**src/rtl/core/acb_pkg.sv**
```systemverilog
// Shared types, constants and the Ascon round function for the single-block encryptor.
package acb_pkg;

    typedef logic [63:0]      t_word;
    typedef t_word [4:0]      t_state;   // index 0 is the first state word
    typedef t_word [1:0]      t_aux;     // plaintext words, replaced by ciphertext words
    typedef logic [1:0]       t_cfg_idx;
    typedef logic [7:0]       t_rc;
    typedef t_rc              t_rc_table [12];

    typedef struct packed {
        t_word cipher_high;
        t_word cipher_low;
        t_word tag_high;
        t_word tag_low;
    } t_result;

    // register indexes on the config port
    localparam t_cfg_idx CFG_KEY_HIGH    = 2'd0;
    localparam t_cfg_idx CFG_KEY_LOW     = 2'd1;
    localparam t_cfg_idx CFG_INIT_VECTOR = 2'd2;

    localparam t_word IV_RESET = 64'h8040_0C06_0000_0000;
    localparam t_word PAD_BIT  = 64'h8000_0000_0000_0000;
    localparam t_word DSEP_BIT = 64'h0000_0000_0000_0001;

    // round stages: p12 init, p6 after first word, p6 after second word, p12 final
    localparam int unsigned NUM_STAGES  = 36;
    localparam int unsigned STAGE_WORD0 = 12;
    localparam int unsigned STAGE_WORD1 = 18;
    localparam int unsigned STAGE_FINAL = 24;

    localparam t_rc_table ROUND_CONST = '{
        8'hf0, 8'he1, 8'hd2, 8'hc3, 8'hb4, 8'ha5,
        8'h96, 8'h87, 8'h78, 8'h69, 8'h5a, 8'h4b
    };

    // position in the 12-round constant schedule for a given stage
    function automatic int unsigned rc_pos(int unsigned idx);
        if (idx < STAGE_WORD0) begin
            return idx;
        end else if (idx < STAGE_FINAL) begin
            return 6 + ((idx - STAGE_WORD0) % 6);
        end else begin
            return idx - STAGE_FINAL;
        end
    endfunction

    // constant addition, S-box layer, linear diffusion
    function automatic t_state ascon_round(t_state w, t_rc c);
        t_word a0, a1, a2, a3, a4;
        t_word b0, b1, b2, b3, b4;
        t_state r;
        a0 = w[0] ^ w[4];
        a4 = w[4] ^ w[3];
        a2 = w[2] ^ {56'd0, c} ^ w[1];
        a1 = w[1];
        a3 = w[3];
        b0 = ~a0 & a1;
        b1 = ~a1 & a2;
        b2 = ~a2 & a3;
        b3 = ~a3 & a4;
        b4 = ~a4 & a0;
        a0 = a0 ^ b1;
        a1 = a1 ^ b2;
        a2 = a2 ^ b3;
        a3 = a3 ^ b4;
        a4 = a4 ^ b0;
        a1 = a1 ^ a0;
        a0 = a0 ^ a4;
        a3 = a3 ^ a2;
        a2 = ~a2;
        r[0] = a0 ^ {a0[18:0], a0[63:19]} ^ {a0[27:0], a0[63:28]};
        r[1] = a1 ^ {a1[60:0], a1[63:61]} ^ {a1[38:0], a1[63:39]};
        r[2] = a2 ^ {a2[0],    a2[63:1]}  ^ {a2[5:0],  a2[63:6]};
        r[3] = a3 ^ {a3[9:0],  a3[63:10]} ^ {a3[16:0], a3[63:17]};
        r[4] = a4 ^ {a4[6:0],  a4[63:7]}  ^ {a4[40:0], a4[63:41]};
        return r;
    endfunction

endpackage

```
**src/rtl/core/acb_if.sv**
```systemverilog


interface acb_out_if;
    import acb_pkg::*;
    logic  valid;
    logic  ready;
    t_word cipher_high;
    t_word cipher_low;
    t_word tag_high;
    t_word tag_low;
    modport source (output valid, cipher_high, cipher_low, tag_high, tag_low, input ready);
    modport sink   (input valid, cipher_high, cipher_low, tag_high, tag_low, output ready);
endinterface


```
**src/rtl/core/acb_out.sv**
```systemverilog
// Final key mix into the tag, output register and skid register.
module acb_out (
    input  logic            i_clk,
    input  logic            i_rst_n,
    input  logic            i_valid,
    input  acb_pkg::t_state i_state,
    input  acb_pkg::t_aux   i_aux,
    input  acb_pkg::t_word  i_key_high,
    input  acb_pkg::t_word  i_key_low,
    output logic            o_en,
    acb_out_if.source       o_out
);
    import acb_pkg::*;

    logic    r_out_valid;
    logic    r_skid_valid;
    t_result r_out;
    t_result r_skid;
    t_result n_res;
    logic    push;
    logic    out_free;

    assign n_res.cipher_high = i_aux[0];
    assign n_res.cipher_low  = i_aux[1];
    assign n_res.tag_high    = i_state[3] ^ i_key_high;
    assign n_res.tag_low     = i_state[4] ^ i_key_low;

    assign o_en     = !r_skid_valid;
    assign push     = i_valid && !r_skid_valid;
    assign out_free = !r_out_valid || o_out.ready;

    always_ff @(posedge i_clk) begin
        if (!i_rst_n) begin
            r_out_valid  <= 1'b0;
            r_skid_valid <= 1'b0;
        end else if (out_free) begin
            if (r_skid_valid) begin
                r_out_valid  <= 1'b1;
                r_skid_valid <= 1'b0;
            end else begin
                r_out_valid  <= push;
            end
        end else if (push) begin
            r_skid_valid <= 1'b1;
        end
    end

    always_ff @(posedge i_clk) begin
        if (out_free) begin
            r_out <= r_skid_valid ? r_skid : n_res;
        end else if (push) begin
            r_skid <= n_res;
        end
    end

    assign o_out.valid       = r_out_valid;
    assign o_out.cipher_high = r_out.cipher_high;
    assign o_out.cipher_low  = r_out.cipher_low;
    assign o_out.tag_high    = r_out.tag_high;
    assign o_out.tag_low     = r_out.tag_low;

endmodule

```
**src/flat_wrapper.sv**
```systemverilog
// flat-port wrapper written by rule: the top's interface ports become plain ports
module acb_out_flat import acb_pkg::*;
  (i_clk, i_rst_n, i_valid, i_state, i_aux, i_key_high, i_key_low, o_en, o_out_valid, o_out_cipher_high, o_out_cipher_low, o_out_tag_high, o_out_tag_low, o_out_ready);
  acb_out_if o_out_i ();
  input  logic i_clk;
  input  logic i_rst_n;
  input  logic i_valid;
  input  acb_pkg::t_state i_state;
  input  acb_pkg::t_aux i_aux;
  input  acb_pkg::t_word i_key_high;
  input  acb_pkg::t_word i_key_low;
  output logic o_en;
  output wire logic [$bits(o_out_i.valid)-1:0] o_out_valid;
  output wire logic [$bits(o_out_i.cipher_high)-1:0] o_out_cipher_high;
  output wire logic [$bits(o_out_i.cipher_low)-1:0] o_out_cipher_low;
  output wire logic [$bits(o_out_i.tag_high)-1:0] o_out_tag_high;
  output wire logic [$bits(o_out_i.tag_low)-1:0] o_out_tag_low;
  input wire logic [$bits(o_out_i.ready)-1:0] o_out_ready;
  assign o_out_valid = o_out_i.valid;
  assign o_out_cipher_high = o_out_i.cipher_high;
  assign o_out_cipher_low = o_out_i.cipher_low;
  assign o_out_tag_high = o_out_i.tag_high;
  assign o_out_tag_low = o_out_i.tag_low;
  assign o_out_i.ready = o_out_ready;
  acb_out u_core (.i_clk(i_clk), .i_rst_n(i_rst_n), .i_valid(i_valid), .i_state(i_state), .i_aux(i_aux), .i_key_high(i_key_high), .i_key_low(i_key_low), .o_en(o_en), .o_out(o_out_i));
endmodule
```
**config.mk**
```make
export PLATFORM = sky130hd
export DESIGN_NAME = acb_out_flat
export DESIGN_NICKNAME = d
export VERILOG_FILES = /design/src/rtl/core/acb_pkg.sv /design/src/rtl/core/acb_if.sv /design/src/rtl/core/acb_out.sv /design/src/flat_wrapper.sv
export SDC_FILE = /design/constraint.sdc
export NUM_CORES = 1
export LEC_CHECK = 0
export ABC_AREA = 1
export BUFFER_PORTS_ARGS = -buffer_cell sky130_fd_sc_hd__buf_4
export CORE_AREA = 5 5 325 327
export CTS_CLUSTER_SIZE = 20
export DETAILED_ROUTE_END_ITERATION = 8
export DIE_AREA = 0 0 330 332
export GPL_TIMING_DRIVEN = 0
export PLACE_DENSITY_LB_ADDON = 0.3
export SETUP_SLACK_MARGIN = 0.1
export SLEW_MARGIN = 30
export SYNTH_ARGS = -nofsm -noshare
export SYNTH_HDL_FRONTEND = slang
export SYNTH_SLANG_ARGS = --single-unit
```
**constraint.sdc**
```tcl
create_clock -name i_clk -period 39.3 [get_ports i_clk]
set_input_delay 1.965 -clock i_clk [delete_from_list [all_inputs] [get_ports i_clk]]
set_output_delay 1.965 -clock i_clk [all_outputs]
set_load 0.01 [all_outputs]
```
[After elaboration in Yosys (flattened, before gate mapping)]
Cells that the tools add are included.
Operators by class
  multiplexer cells: 2
  bitwise operators: 4
  reductions and logical operators: 6
Operators with widths (count)
  $mux 256: 1
  $xor 64x64->64: 2
  $logic_not 1->1: 2
  $not 1->1: 2
  $reduce_and 2->1: 1
  $reduce_or 2->1: 1
  $logic_and 1x1->1: 1
  $logic_or 1x1->1: 1
  $mux 1: 1
Word-level totals
  flip-flop bits (word level): 514
  input port bits: 580
  word-level logic and storage cells: 22

[Logic depth before layout (Yosys ltp)]
  depth in word-level cells: 4
  depth in mapped cells: 6
  gate-level depth less buffers: 4

[Worst setup path after synthesis]
Ideal clock, no wire load.
  path kind: input to register
  start point: input o_out_ready
  end point: register u_core.r_skid[0] (netlist name), enable pin
  arrival time: 25.694 ns
  data required time: 36.321 ns
  path slack: 10.627 ns
  stages: 3
  path buffers: 0
  path through: inv_1 > nand2_1 > nor2_1
On the way
  longest elaborated chain between the ends: 3
RTL lines
  start: declaration: RTL line flat_wrapper.sv:18  | input wire logic [$bits(o_out_i.ready)-1:0] o_out_ready;
  $logic_or 1x1->1: RTL line acb_out.sv:30  | assign out_free = !r_out_valid || o_out.ready;
  named net u_core.out_free: RTL line acb_out.sv:21  | logic out_free;
  $not 1->1 (no line)
  $reduce_and 2->1 (no line)
  end signal: assignment: RTL line acb_out.sv:52  | r_skid <= n_res;
  end: declaration: RTL line acb_out.sv:18  | t_result r_skid;
The timed path passes the listed nets, and every way through them passes these cells.
A chain may end at the register's enable or synchronous reset.

[Worst setup path after layout]
  start point: input o_out_ready
  end point: register u_core.r_skid[76] (netlist name), enable pin
Same word-level chain as after synthesis.

==> impl_summary.txt <==
----------------------------------------------------
[Global route]
  Via count of the first global-routing pass ... 15400
  GRT overflow ... 0
  First-pass GRT wire length ... 100000 um
  Global Route Usage Sum ... between 10% and 20%
  Initial antenna violation count ... 4
  Pin count of the biggest net entering global routing ... 48

[STA]
  Worst slew pin tran ... 647 ps
  Final critical-path required period ... 4160 ps
  Max-slew headroom ... between 50% and 60%
  Total count of hold-check failures in the final report ... 0
  Largest clock skew in the final design ... ~23 ps
  Upper clock frequency limit ... 0.240 GHz
  Hold Slack ... roughly 510 ps
  Unrepaired setup endpoints after global routing ... false
  Final period utilization ... 10.6%
  Final count of pins violating max slew ... 0
  Setup-failing EPs final ... 0

[Yosys]
  Netlist Area Pre-Place ... between 20000 and 25000 um2
  Synthesized flop and latch total ... 514
  Count of synthesis-stage warnings from yosys ... 0
  Fraction of the yosys area taken by sequential cells ... 71.1%
  Syn Nets ... between 2000 and 3000
  Number of instances in the synthesized netlist ... 1988
  Average size of a mapped cell ... 10.9 um2
  Number of distinct library cells after synthesis ... 14

[Worst setup path]
  CP cell instances ... buf_4 > inv_1 > nand2_4 > nor2_4 > buf_16 > buf_16 > buf_16 > buf_16 > buf_16 > buf_16 > buf_16
  Critical path fanouts, max ... 36
  Worst setup SP type ... primary input
  Critical Path RT ... 39650 ps
  Data arrival time of the critical path ... 4510 ps
  Slowest cell delay on critical path ... 630 ps
  Slowest CP cell ... nor2_4
  Worst Path Class, Setup ... in -> reg
  Dominant cell type by count on the critical path ... buf_16
  CP Capture Type ... flip-flop

[Clocking]
  Clock latency at the later pin of the worst-skew pair ... 660 ps
  Htree depth ... 2
  TritonCTS Buffers ... 61
  Maximum root-to-sink buffer count ... 3
  Clock tree from TritonCTS ... done
  CTS sink cnt ... slightly above 500
  CTS hold repair buffers ... 0
  Cell at the root of the clock tree ... clkbuf_16
  Quantity of gates resized following cts ... 0
  Setup bufs post-CTS ... 0
  Clk slew on worst S/H paths ... 60 ps

[Cells and area]
  Most common cell after layout, fill and taps aside ... nand2_1
  Syn-to-layout area delta ... 43.1%
  Filler cells ... 10600
  Top library cells by usage in the layout, fill and taps aside ... nand2_1 (897), buf_4 (649), edfxtp_1 (512)
  Multi-input gate area ... between 4000 and 5000 um2
  Post-route cell area ... just over 30000 um2
  Final net count ... 3297
  Post-Route Utilization ... between 30% and 40%
  Sequential cell area ... 15400 um2
  Share of final-layout standard cells stronger than drive strength 1 ... 29.7%

[Floorplan]
  Area of the die ... 110000 um2
  Placement Rows ... 118
  Initial Util ... about a fifth
  Chip Height ... 332 um
  Number of top-level pins ... about 840
  Die outline width ... ~330 um
  Core area ... between 100000 and 150000 um2

[Routing]
  Number of violations reported at the end of detailed-routing iteration 0 ... 776
  Uppermost routed layer ... met5
  Via count ... 15500
  Antenna-violating nets left ... 0
  Routed length on met3 ... 9010 um
  Average wire length per cell after detail routing ... 17.1 um
  Total wire length ... 70800 um
  Detailed Routing Iterations Pass 1 ... 4
  Count of unresolved DRC violations after routing ... 0
  Routed wl met2 ... 32300 um
  Sum of routed wire segments on met1 ... 28100 um
  Number of vias per cell ... 3.73

[Placement]
  Port bufs ... 645
  Cell Area, Placed ... approximately 29000 um2
  Post-DP HPWL ... between 50000 and 60000 um
  Routability cong. ... roughly 0.8

[Power]
  Power density over the cells ... 46.1 nW/um2
  Total power ... approximately 1400 uW
  Leakage power of the design ... 0.0140 uW
  Maximum vdd ir drop ... 0.0000332 V

[Hold path]
  Kind of path behind the tightest hold check ... reg -> reg

[Status]
  Result of the run ... finished clean

[Flow run]
  Reported max-cap violation count ... 0

----------------------------------------------------
-- power by group --
group / internal (uW) / leakage [uW] / switching [uW]
Sequential: 641 / 0.00497 / 9.58
Clock: 384 / 0.00106 / 242
Combinational: 76.2 / 0.00797 / 79.0
Total: 1100 / 0.0140 / 330
-- sequential cells by signal, summed over array words and instances (netlist names) --
signal / count
u_core.r_skid: 256
u_core.o_out.cipher_high: 64
u_core.o_out.cipher_low: 64
u_core.o_out.tag_high: 64
u_core.o_out.tag_low: 64
u_core.o_out.valid: 1
u_core.r_skid_valid: 1
-- critical path, delay by kind of cell --
family | cells | cell delay (ps)
AND/OR/NAND/NOR | 2 | 990
buffers and inverters | 9 | 1470
-- path summary, 6_finish.rpt --
kind	startpoint	endpoint	slack, ps	cells after the start
worst max-delay path	o_out_ready	u_core.r_skid[76]$_DFFE_PP_	35140	11
worst min-delay path	u_core.r_skid[221]$_DFFE_PP_	u_core.o_out.cipher_high[29]$_DFFE_PP_	510	2
worst min register to register	u_core.r_skid[221]$_DFFE_PP_	u_core.o_out.cipher_high[29]$_DFFE_PP_	510	2
worst max register to register	u_core.r_skid_valid$_SDFFE_PP0P_	u_core.r_skid[76]$_DFFE_PP_	36170	13
-- cells in the mapped netlist --
| library cell | count | area [um2] |
|---|---|---|
| nand2_1 | 898 | 3370 |
| edfxtp_1 | 512 | 15400 |
| inv_1 | 257 | 965 |
| nand3_1 | 129 | 646 |
| and2_1 | 128 | 801 |
| buf_2 | 27 | 135 |
| buf_6 | 24 | 270 |
| buf_4 | 4 | 30.0 |
| nor2_1 | 3 | 11.3 |
| dfxtp_1 | 2 | 40.0 |
| a21boi_0 | 1 | 7.51 |
| buf_12 | 1 | 20.0 |
| clkbuf_1 | 1 | 3.75 |
| inv_4 | 1 | 6.26 |
-- metal layers --
layer / global-route usage, % / vias up
met2: 20.1 / 537
met3: 6.17 / 82
met4: 3.22 / 2
met5: 0 / -
met1: 14.5 / 7015
li1: - / 7852
-- final cells by class --
cell class                      instances  area share, %
Multi-Input combinational cell       1159           15.6
Timing Repair Buffer                  666           17.4
Tap cell                             1380           5.56
Buffer                                 57           1.48
Clock inverter                         44           2.06
Inverter                              258           3.13
Sequential cell                       514           49.7
Clock buffer                           69           5.02
Antenna cell                            2         0.0161
-- kinds of logic (layout without fill, tap and decap cells) --
logic type	Yosys count	after routing	share of synthesized area [%]
and+or+nand+nor	1158	1158	22.3
DFF	514	514	71.1
buffers and inverters	315	1094	6.60
AOI/OAI and AO/OA	1	1	0.0346
other	0	2	0
-- metrics by stage --
step,setup slack (ps),instances,TNS [ps]
after floorplan,10630,1988,0
after global placement,-29820,4013,-7617870
after detailed placement,34420,4034,0
after CTS,35140,4147,0
after global routing,35020,4149,0
final,35140,4149,0
Note: power is estimated with default switching activity, not from simulation.
