`src/rtl/core/acb_pkg.sv`:
```
// Shared types, constants and the Ascon round function for the single-block encryptor.
package acb_pkg;

    typedef logic [63:0]      t_word;
    typedef t_word [4:0]      t_state;   // index 0 is the first state word
    typedef t_word [1:0]      t_aux;     // plaintext words, replaced by ciphertext words
    typedef logic [1:0]       t_cfg_idx;
    typedef logic [7:0]       t_rc;
    typedef t_rc              t_rc_table [12];

    typedef struct packed {
        t_word cipher_high;
        t_word cipher_low;
        t_word tag_high;
        t_word tag_low;
    } t_result;

    // register indexes on the config port
    localparam t_cfg_idx CFG_KEY_HIGH    = 2'd0;
    localparam t_cfg_idx CFG_KEY_LOW     = 2'd1;
    localparam t_cfg_idx CFG_INIT_VECTOR = 2'd2;

    localparam t_word IV_RESET = 64'h8040_0C06_0000_0000;
    localparam t_word PAD_BIT  = 64'h8000_0000_0000_0000;
    localparam t_word DSEP_BIT = 64'h0000_0000_0000_0001;

    // round stages: p12 init, p6 after first word, p6 after second word, p12 final
    localparam int unsigned NUM_STAGES  = 36;
    localparam int unsigned STAGE_WORD0 = 12;
    localparam int unsigned STAGE_WORD1 = 18;
    localparam int unsigned STAGE_FINAL = 24;

    localparam t_rc_table ROUND_CONST = '{
        8'hf0, 8'he1, 8'hd2, 8'hc3, 8'hb4, 8'ha5,
        8'h96, 8'h87, 8'h78, 8'h69, 8'h5a, 8'h4b
    };

    // position in the 12-round constant schedule for a given stage
    function automatic int unsigned rc_pos(int unsigned idx);
        if (idx < STAGE_WORD0) begin
            return idx;
        end else if (idx < STAGE_FINAL) begin
            return 6 + ((idx - STAGE_WORD0) % 6);
        end else begin
            return idx - STAGE_FINAL;
        end
    endfunction

    // constant addition, S-box layer, linear diffusion
    function automatic t_state ascon_round(t_state w, t_rc c);
        t_word a0, a1, a2, a3, a4;
        t_word b0, b1, b2, b3, b4;
        t_state r;
        a0 = w[0] ^ w[4];
        a4 = w[4] ^ w[3];
        a2 = w[2] ^ {56'd0, c} ^ w[1];
        a1 = w[1];
        a3 = w[3];
        b0 = ~a0 & a1;
        b1 = ~a1 & a2;
        b2 = ~a2 & a3;
        b3 = ~a3 & a4;
        b4 = ~a4 & a0;
        a0 = a0 ^ b1;
        a1 = a1 ^ b2;
        a2 = a2 ^ b3;
        a3 = a3 ^ b4;
        a4 = a4 ^ b0;
        a1 = a1 ^ a0;
        a0 = a0 ^ a4;
        a3 = a3 ^ a2;
        a2 = ~a2;
        r[0] = a0 ^ {a0[18:0], a0[63:19]} ^ {a0[27:0], a0[63:28]};
        r[1] = a1 ^ {a1[60:0], a1[63:61]} ^ {a1[38:0], a1[63:39]};
        r[2] = a2 ^ {a2[0],    a2[63:1]}  ^ {a2[5:0],  a2[63:6]};
        r[3] = a3 ^ {a3[9:0],  a3[63:10]} ^ {a3[16:0], a3[63:17]};
        r[4] = a4 ^ {a4[6:0],  a4[63:7]}  ^ {a4[40:0], a4[63:41]};
        return r;
    endfunction

endpackage

```
`src/rtl/core/acb_stage.sv`:
```
// One pipeline stage: optional key/data mixing, then one Ascon round, then registers.
module acb_stage #(
    parameter int unsigned P_IDX = 0
) (
    input  logic          i_clk,
    input  logic          i_rst_n,
    input  logic          i_en,
    input  logic          i_valid,
    input  acb_pkg::t_state i_state,
    input  acb_pkg::t_aux   i_aux,
    input  acb_pkg::t_word  i_key_high,
    input  acb_pkg::t_word  i_key_low,
    output logic          o_valid,
    output acb_pkg::t_state o_state,
    output acb_pkg::t_aux   o_aux
);
    import acb_pkg::*;

    localparam int unsigned P_POS = rc_pos(P_IDX);

    logic   r_valid;
    t_state r_state;
    t_aux   r_aux;
    t_state mix_state;
    t_aux   n_aux;
    t_state n_state;

    always_comb begin
        mix_state = i_state;
        n_aux     = i_aux;
        if (P_IDX == STAGE_WORD0) begin
            // end of init: key mix, domain separation, absorb first word
            mix_state[3] = i_state[3] ^ i_key_high;
            mix_state[4] = i_state[4] ^ i_key_low ^ DSEP_BIT;
            mix_state[0] = i_state[0] ^ i_aux[0];
            n_aux[0]     = mix_state[0];
        end
        if (P_IDX == STAGE_WORD1) begin
            mix_state[0] = i_state[0] ^ i_aux[1];
            n_aux[1]     = mix_state[0];
        end
        if (P_IDX == STAGE_FINAL) begin
            // empty padded block, then key mix ahead of final p12
            mix_state[0] = i_state[0] ^ PAD_BIT;
            mix_state[1] = i_state[1] ^ i_key_high;
            mix_state[2] = i_state[2] ^ i_key_low;
        end
        n_state = ascon_round(mix_state, ROUND_CONST[P_POS]);
    end

    always_ff @(posedge i_clk) begin
        if (!i_rst_n) begin
            r_valid <= 1'b0;
        end else if (i_en) begin
            r_valid <= i_valid;
        end
    end

    always_ff @(posedge i_clk) begin
        if (i_en) begin
            r_state <= n_state;
            r_aux   <= n_aux;
        end
    end

    assign o_valid = r_valid;
    assign o_state = r_state;
    assign o_aux   = r_aux;

endmodule

```
`config.mk`:
```
export PLATFORM = sky130hd
export DESIGN_NAME = acb_stage
export DESIGN_NICKNAME = d
export VERILOG_FILES = /design/src/rtl/core/acb_pkg.sv /design/src/rtl/core/acb_stage.sv
export SDC_FILE = /design/constraint.sdc
export NUM_CORES = 1
export LEC_CHECK = 0
export ABC_CLOCK_PERIOD_IN_PS = 2380
export BUFFER_PORTS_ARGS = -buffer_cell sky130_fd_sc_hd__buf_4
export CORE_AREA = 2 2 395 397
export DETAILED_ROUTE_END_ITERATION = 8
export DIE_AREA = 0 0 397 399
export PLACE_DENSITY = 0.46
export SLEW_MARGIN = 10
export SYNTH_ARGS = -nofsm -noshare
export SYNTH_HDL_FRONTEND = slang
export SYNTH_SLANG_ARGS = --single-unit
```
`constraint.sdc`:
```
create_clock -name i_clk -period 2.38 [get_ports i_clk]
set_input_delay 0.476 -clock i_clk [delete_from_list [all_inputs] [get_ports i_clk]]
set_output_delay 0.476 -clock i_clk [all_outputs]
set_load 0.005 [all_outputs]
```
Word level (Yosys, flattened, before mapping):

Cells that the tools add are included.

* register bits: 449
* latch bits: 0
* memory bits (writable): 0
* memory bits (read-only): 0
* input port bits: 580
* output and inout bits: 449
* word-level logic and storage cells: 41
* memories: 0

* $add $sub $neg: 0
* multipliers: 0
* div/mod/pow operators: 0
* $lt $le $gt $ge: 0
* equal/unequal tests: 0
* shift operators: 0
* muxes and demuxes: 0
* bitwise operators: 33
* reductions and logical operators: 0

Operators with widths (count)
* $xor 64x64->64: 21
* $not 64->64: 6
* $and 64x64->64: 5
* $not 4->4: 1

Depth between registers and ports, before layout:

Gate-level depths: netlist of run 1.

* word-level depth: 8
* mapped depth: 5

Worst setup path before layout of run 1:

Ideal clock, no wire load.

* path kind: input to register
* start: input port i_state[74] (netlist name)
* end: register r_state, in the netlist o_state[192], data pin
* arrival: 1821 ps
* slack: 292 ps
* cell stages on the path: 5
* path buffers: 0
* cell sequence: inv_1 -> ha_1 -> xnor2_1 -> xnor2_1 -> xnor3_1

RTL lines
* start, declared: RTL line acb_stage.sv:9 `input acb_pkg::t_state i_state,`
* end signal, assigned: RTL line acb_stage.sv:61 `r_state <= n_state;`
* end, declared: RTL line acb_stage.sv:22 `t_state r_state;`

==> results.json, run 1 <==
{
  "cpMostUsedCell": "buf_4",
  "grt_pass1_wl_um": 197000,
  "fillCellCount": 15430,
  "cap_viol_max_count": 0,
  "vias_per_cell": 3.851,
  "grt_overflow": 0,
  "crit_arrival_ns": 2.30,
  "synthCells": 1994,
  "synth_top_cell_by_area": "edfxtp_1",
  "crit_family": "XOR/XNOR gates",
  "cts.sinks": 449,
  "worst-path-buf-inv": 4,
  "place_congestion": 0.8424,
  "clock_path_buffers": 3,
  "start_util_pct": 20.12,
  "yosys.area.top_type_share_pct": 43.51,
  "ios": 1029,
  "dr.first_iter.drc_count": 1276,
  "ys_warn_count": 0,
  "nNetsFinal": 4124,
  "rsz0062_at_grt": "false",
  "cts_max_level": 2,
  "avgSynthCellArea_um2": 15.51,
  "place_area_um2": 43800,
  "crit_type": "input pin to flop",
  "yosysUniqueCellTypes": 20,
  "avgRoutedWirePerCell_um": 28.53,
  "syn_area_um2": 30920,
  "tightest_slew_ns": 0.8470,
  "core.rowCount": 144,
  "setup_violations": 0,
  "grt_max_degree": 64,
  "area_delta_synth_final_pct": 52.18,
  "ir_drop_uv": 516.8,
  "setup.worst_path.start_class": "input pin",
  "die_w_um": 397,
  "path_clk_slew_ns": 0.06,
  "ys_seq_elements": 449,
  "fin_crit_sh_pct": 80.12,
  "finalHoldViolCount": 0,
  "setup_ws_ns": 0.4733,
  "outcome": "completed",
  "port-buffer-count": 900,
  "fmax_mhz": 524.5,
  "dp_hpwl_um": 136900,
  "cts_tree": "done",
  "ant_nets": 0,
  "grt_util_all_layers_pct": 19.19,
  "path_cells": "buf_4 -> inv_1 -> ha_1 -> xnor2_1 -> buf_4 -> xnor2_1 -> buf_4 -> xnor3_1",
  "power_density_nw_per_um2": 915.1,
  "drv_slew": 0,
  "drt_wl_total_um": 157300,
  "postCtsSetupBuffers": 0,
  "cpMaxStageDelayCell": "xnor2_1",
  "cellLeakagePower_nw": 21.75,
  "core-area_um2": 153700,
  "relSlewSlack_pct": 43.12,
  "vias": 21240,
  "slowest_delay_ns": 0.56,
  "place_ws_ns": -0.2695,
  "crit_path_end_kind": "flop",
  "first_pass_iters": 5,
  "ys_seq_area_share_pct": 43.58,
  "stdcell_area_um2": 47050,
  "drive_gt1_share_pct": 47.14,
  "fin_crit_ns": 1.907,
  "die_h_um": 399,
  "drc": 0,
  "utilization_pct": 30.62,
  "cts_buffers": 57,
  "dieArea_um2": 158400,
  "root_buffer": "clkbuf_16",
  "cts-resized-gates": 0,
  "synth.area.top_cells": "edfxtp_1 (44%), xnor3_1 (17%), xnor2_2 (12%), xnor2_1 (9.0%), ha_1 (5.2%)",
  "seqCellArea_um2": 13470,
  "grt_pass1_vias": 21620,
  "worst_clock_skew_ns": 0,
  "syn_nets": 2702,
  "antenna_found_initial": 37,
  "worstPathMaxFanout": 3,
  "clock_latency_ns": 0.68,
  "multiInputGateArea_um2": 16720,
  "hold_buffers": 128,
  "hold_class": "input pin to flop",
  "cp.required_ns": 2.77
}
==> power breakdown <==
| part | switching [mW] | total [mW] | internal [mW] | leakage (nW) |
|---|---|---|---|---|
| combinational | 8.64 | 20.2 | 11.5 | 16.4 |
| clock | 3.84 | 9.24 | 5.39 | 0.932 |
| sequential | 1.57 | 13.7 | 12.1 | 4.39 |
| total | 14.1 | 43.1 | 29.0 | 21.8 |
==> worst paths after layout <==
| check | startpoint | end | slack [ns] | cells after the start |
|---|---|---|---|---|
| worst min register to register | o_valid | o_valid | 0.54 | 2 |
| worst max register to register | o_valid | o_valid | 1.78 | 2 |
| worst min-delay path | i_aux[84] | o_aux[84] | 0.05 | 1 |
| worst max-delay path | i_state[85] | o_state[203] | 0.47 | 8 |
==> layout make-up <==
class / instances / share of cell area (%)
antenna: 9 / 0.04786
clock buffer: 66 / 3.103
clock inverter: 39 / 1.037
inverter: 195 / 1.556
multi-input combinational: 1350 / 35.54
sequential: 449 / 28.63
tap: 2044 / 5.435
timing repair buffer: 1363 / 24.65
==> metrics by stage <==
step	hold slack [ns]	instances	total power, mW	setup TNS, ns
floorplan	0.5073	1994	21.85	0
global placement	0.5148	5273	34.14	-1.274
detailed placement	0.5250	5273	34.08	-1.320
CTS	0.001249	5506	43.87	0
global route	0.004879	5509	44.80	0
finish	0.05301	5515	43.06	0
==> synthesized netlist by cell type <==
master	count
edfxtp_1	448
xnor2_1	316
xnor2_2	232
xnor3_1	227
inv_1	187
nand2_1	158
ha_1	128
xor2_1	80
maj3_2	48
o21ai_0	33
nor2_1	32
xor3_1	30
a21oi_1	28
xor2_2	17
maj3_1	15
inv_2	8
mux2i_1	3
mux2_2	2
dfxtp_1	1
nor2b_1	1
==> kinds of logic after synthesis <==
kind of cell               Yosys count  synth area share [%]
adders and majority gates          191                 7.414
muxes                                5                0.1700
AOI/OAI and AO/OA                   61                0.9874
DFF                                449                 43.58
xor gates and xnor gates           902                 43.16
buffers and inverters              195                 2.367
and+or+nand+nor                    191                 2.327
==> registers in the layout (all words and copies together), names as in the netlist <==
signal / cells
o_aux: 128
o_state: 320
o_valid: 1
==> cell usage in the layout (no fill, tap or decap), types with 7 or more instances in the layout <==
cell,n
buf_4,1151
clkbuf_16,57
xor2_1,80
maj3_2,48
buf_12,83
diode_2,9
ha_1,128
inv_1,187
nand2_1,158
clkinv_2,11
xor3_1,30
nor2_1,32
a21oi_1,28
xnor2_2,233
o21ai_0,33
edfxtp_1,448
clkinv_1,7
bufinv_16,9
xnor2_1,315
inv_2,8
clkbuf_1,9
xor2_2,17
dlygate4sd3_1,128
maj3_1,15
xnor3_1,227
clkinvlp_4,7
==> layer usage <==
metal  track usage (%)  share of wire [%]  vias to the layer above
li1                  -                  -                     9709
met1             21.94                 38                    10450
met2             34.74                 51                      853
met3             5.196                7.2                      182
met4             5.636                3.0                       46
met5                 0               0.20                        -
(Power assumes the default switching activity.)
==> run 2: changes to the inputs <==
--- a/config.mk
+++ b/config.mk
@@ -5,7 +5,7 @@
 export SDC_FILE = /design/constraint.sdc
 export NUM_CORES = 1
 export LEC_CHECK = 0
-export ABC_CLOCK_PERIOD_IN_PS = 2380
+export ABC_CLOCK_PERIOD_IN_PS = 1800
 export BUFFER_PORTS_ARGS = -buffer_cell sky130_fd_sc_hd__buf_4
 export CORE_AREA = 2 2 395 397
 export DETAILED_ROUTE_END_ITERATION = 8
==> constraint.sdc (replaced) <==
create_clock -name i_clk -period 1.8 [get_ports i_clk]
set_input_delay 0.36 -clock i_clk [delete_from_list [all_inputs] [get_ports i_clk]]
set_output_delay 0.36 -clock i_clk [all_outputs]
set_load 0.005 [all_outputs]
==> results.json, run 2 (same netlist as run 1, synthesis figures left out) <==
{
  "rsz0062_at_grt": "true",
  "dr.first_iter.drc_count": 1290,
  "cap_viol_max_count": 0,
  "hold_start": "i_state[78]",
  "worstRegToRegCells": 3,
  "relSlewSlack_pct": 51.72,
  "cellLeakagePower_nw": 23.98,
  "die_w_um": 397,
  "drc": 0,
  "crit_path_end_kind": "primary output",
  "utilization_pct": 33.36,
  "fin_crit_sh_pct": 98.33,
  "cpMaxStageDelayCell": "edfxtp_1",
  "grt_util_all_layers_pct": 19.84,
  "clock_path_buffers": 3,
  "reg2reg_from": "o_valid",
  "worst-path-buf-inv": 1,
  "path_clk_slew_ns": 0.06,
  "fin_hold_ws_ns": 0.3765,
  "ir_drop_uv": 660.5,
  "die_h_um": 399,
  "fin_crit_ns": 1.770,
  "setup_violations": 0,
  "port-buffer-count": 900,
  "avgRoutedWirePerCell_um": 27.30,
  "final_cell_mix": "buf_4 (1536), edfxtp_1 (448), xnor2_1 (289)",
  "fillCellCount": 15300,
  "r2r_slack_ns": 0.65,
  "holdPathEnd": "o_state[59]",
  "setup_ws_ns": 0.03010,
  "dp_hpwl_um": 141000,
  "dp.cells": 5679,
  "setup.worst_path.start_class": "flop",
  "drive_gt1_share_pct": 54.21,
  "grt_pass1_vias": 23660,
  "cts_max_level": 2,
  "crit_family": "flip-flops",
  "ant_nets": 0,
  "worst_clock_skew_ns": 0,
  "tightest_slew_ns": 0.7190,
  "grt_max_degree": 44,
  "hold_class": "input pin to flop",
  "drv_slew": 0,
  "core-area_um2": 153700,
  "cts_buffers": 57,
  "antenna_found_initial": 28,
  "power_density_nw_per_um2": 1151,
  "path_cells": "buf_6",
  "nNetsFinal": 4533,
  "core.rowCount": 144,
  "worstPathMaxFanout": 1,
  "hold_depth": 6,
  "place_ws_ns": -0.8015,
  "first_pass_iters": 5,
  "vias_per_cell": 3.822,
  "ios": 1029,
  "dieArea_um2": 158400,
  "outcome": "completed",
  "crit_type": "flop to primary output",
  "cts_tree": "done",
  "start_util_pct": 20.12,
  "crit_arrival_ns": 1.41,
  "drt_wl_total_um": 161500,
  "fmax_mhz": 565.0,
  "grt_pass1_wl_um": 206900,
  "place_congestion": 0.8518,
  "cp.required_ns": 1.44,
  "grt_overflow": 0,
  "final_common_cell": "buf_4",
  "area_delta_synth_final_pct": 65.80,
  "slowest_delay_ns": 0.55,
  "setup-tns-final_ns": 0,
  "clock_latency_ns": 0.67,
  "largest_register_ffs": 320,
  "cts.sinks": 449,
  "vias": 22610,
  "reg2reg_to": "o_valid",
  "root_buffer": "clkbuf_16",
  "final_cells": 5917,
  "finalHoldViolCount": 0
}
run 2: cell count changes in the layout (fill, tap and decap cells not counted), sizes merged:
cell         change
dlygate4sd3      +3
diode            -6
bufinv           -2
buf            +406
clkbuf           -1
inv              +2
run 2: layout make-up:
cell class	count	area, um2	share of cell area (%)
diodes	3	7.507	0.01464
clock buffers	65	1478	2.882
multi-input cells	1350	17670	34.46
well taps	2044	2557	4.989
clock inverters	39	420.4	0.8201
repair buffers	1772	14930	29.12
flip-flops and latches	449	13470	26.28
inverters	195	732.0	1.428
run 2: how the worst max path moves through the flow:
stage                       startpoint           end  slack [ns]  cells past startpoint
final                     o_state[197]  o_state[197]        0.03                      1
after global routing      o_state[197]  o_state[197]       -0.01                      1
after detailed placement  i_state[213]   o_state[21]       -0.80                      7
after floorplan            i_state[74]  o_state[192]       -0.06                      5
after global placement    i_state[213]   o_state[21]       -0.79                      7
after CTS                 o_state[197]  o_state[197]       -0.05                      1
run 2: metrics by stage:
step / power, mW / area (um2)
finish: 58.98 / 51260
detailed placement: 47.36 / 48040
CTS: 60.12 / 51260
floorplan: 29.32 / 31860
global route: 61.40 / 51260
global placement: 47.45 / 48040
run 2: repair_timing:
action / 4_1_cts / 5_1_grt
resized for setup: 2 / 0
hold endpoints to repair: 131 / 0
setup endpoints to repair: 4 / 1
setup buffers: 0 / 0
hold buffers: 131 / 0
run 2: metal layers:
metal / share of wire, % / vias to the layer above / track usage (%) / wire length (um)
met1: 40 / 11090 / 23.62 / 64490
met2: 52 / 824 / 36.52 / 83950
met5: 0.11 / - / 0 / 170
met4: 2.6 / 24 / 4.970 / 4243
li1: - / 10510 / - / -
met3: 5.4 / 173 / 3.588 / 8663
run 2: power by group:
| group | leakage, nW | internal [mW] | switching, mW |
|---|---|---|---|
| clock network | 0.914 | 6.91 | 5.11 |
| logic | 18.7 | 16.9 | 11.5 |
| registers | 4.39 | 16.0 | 2.54 |
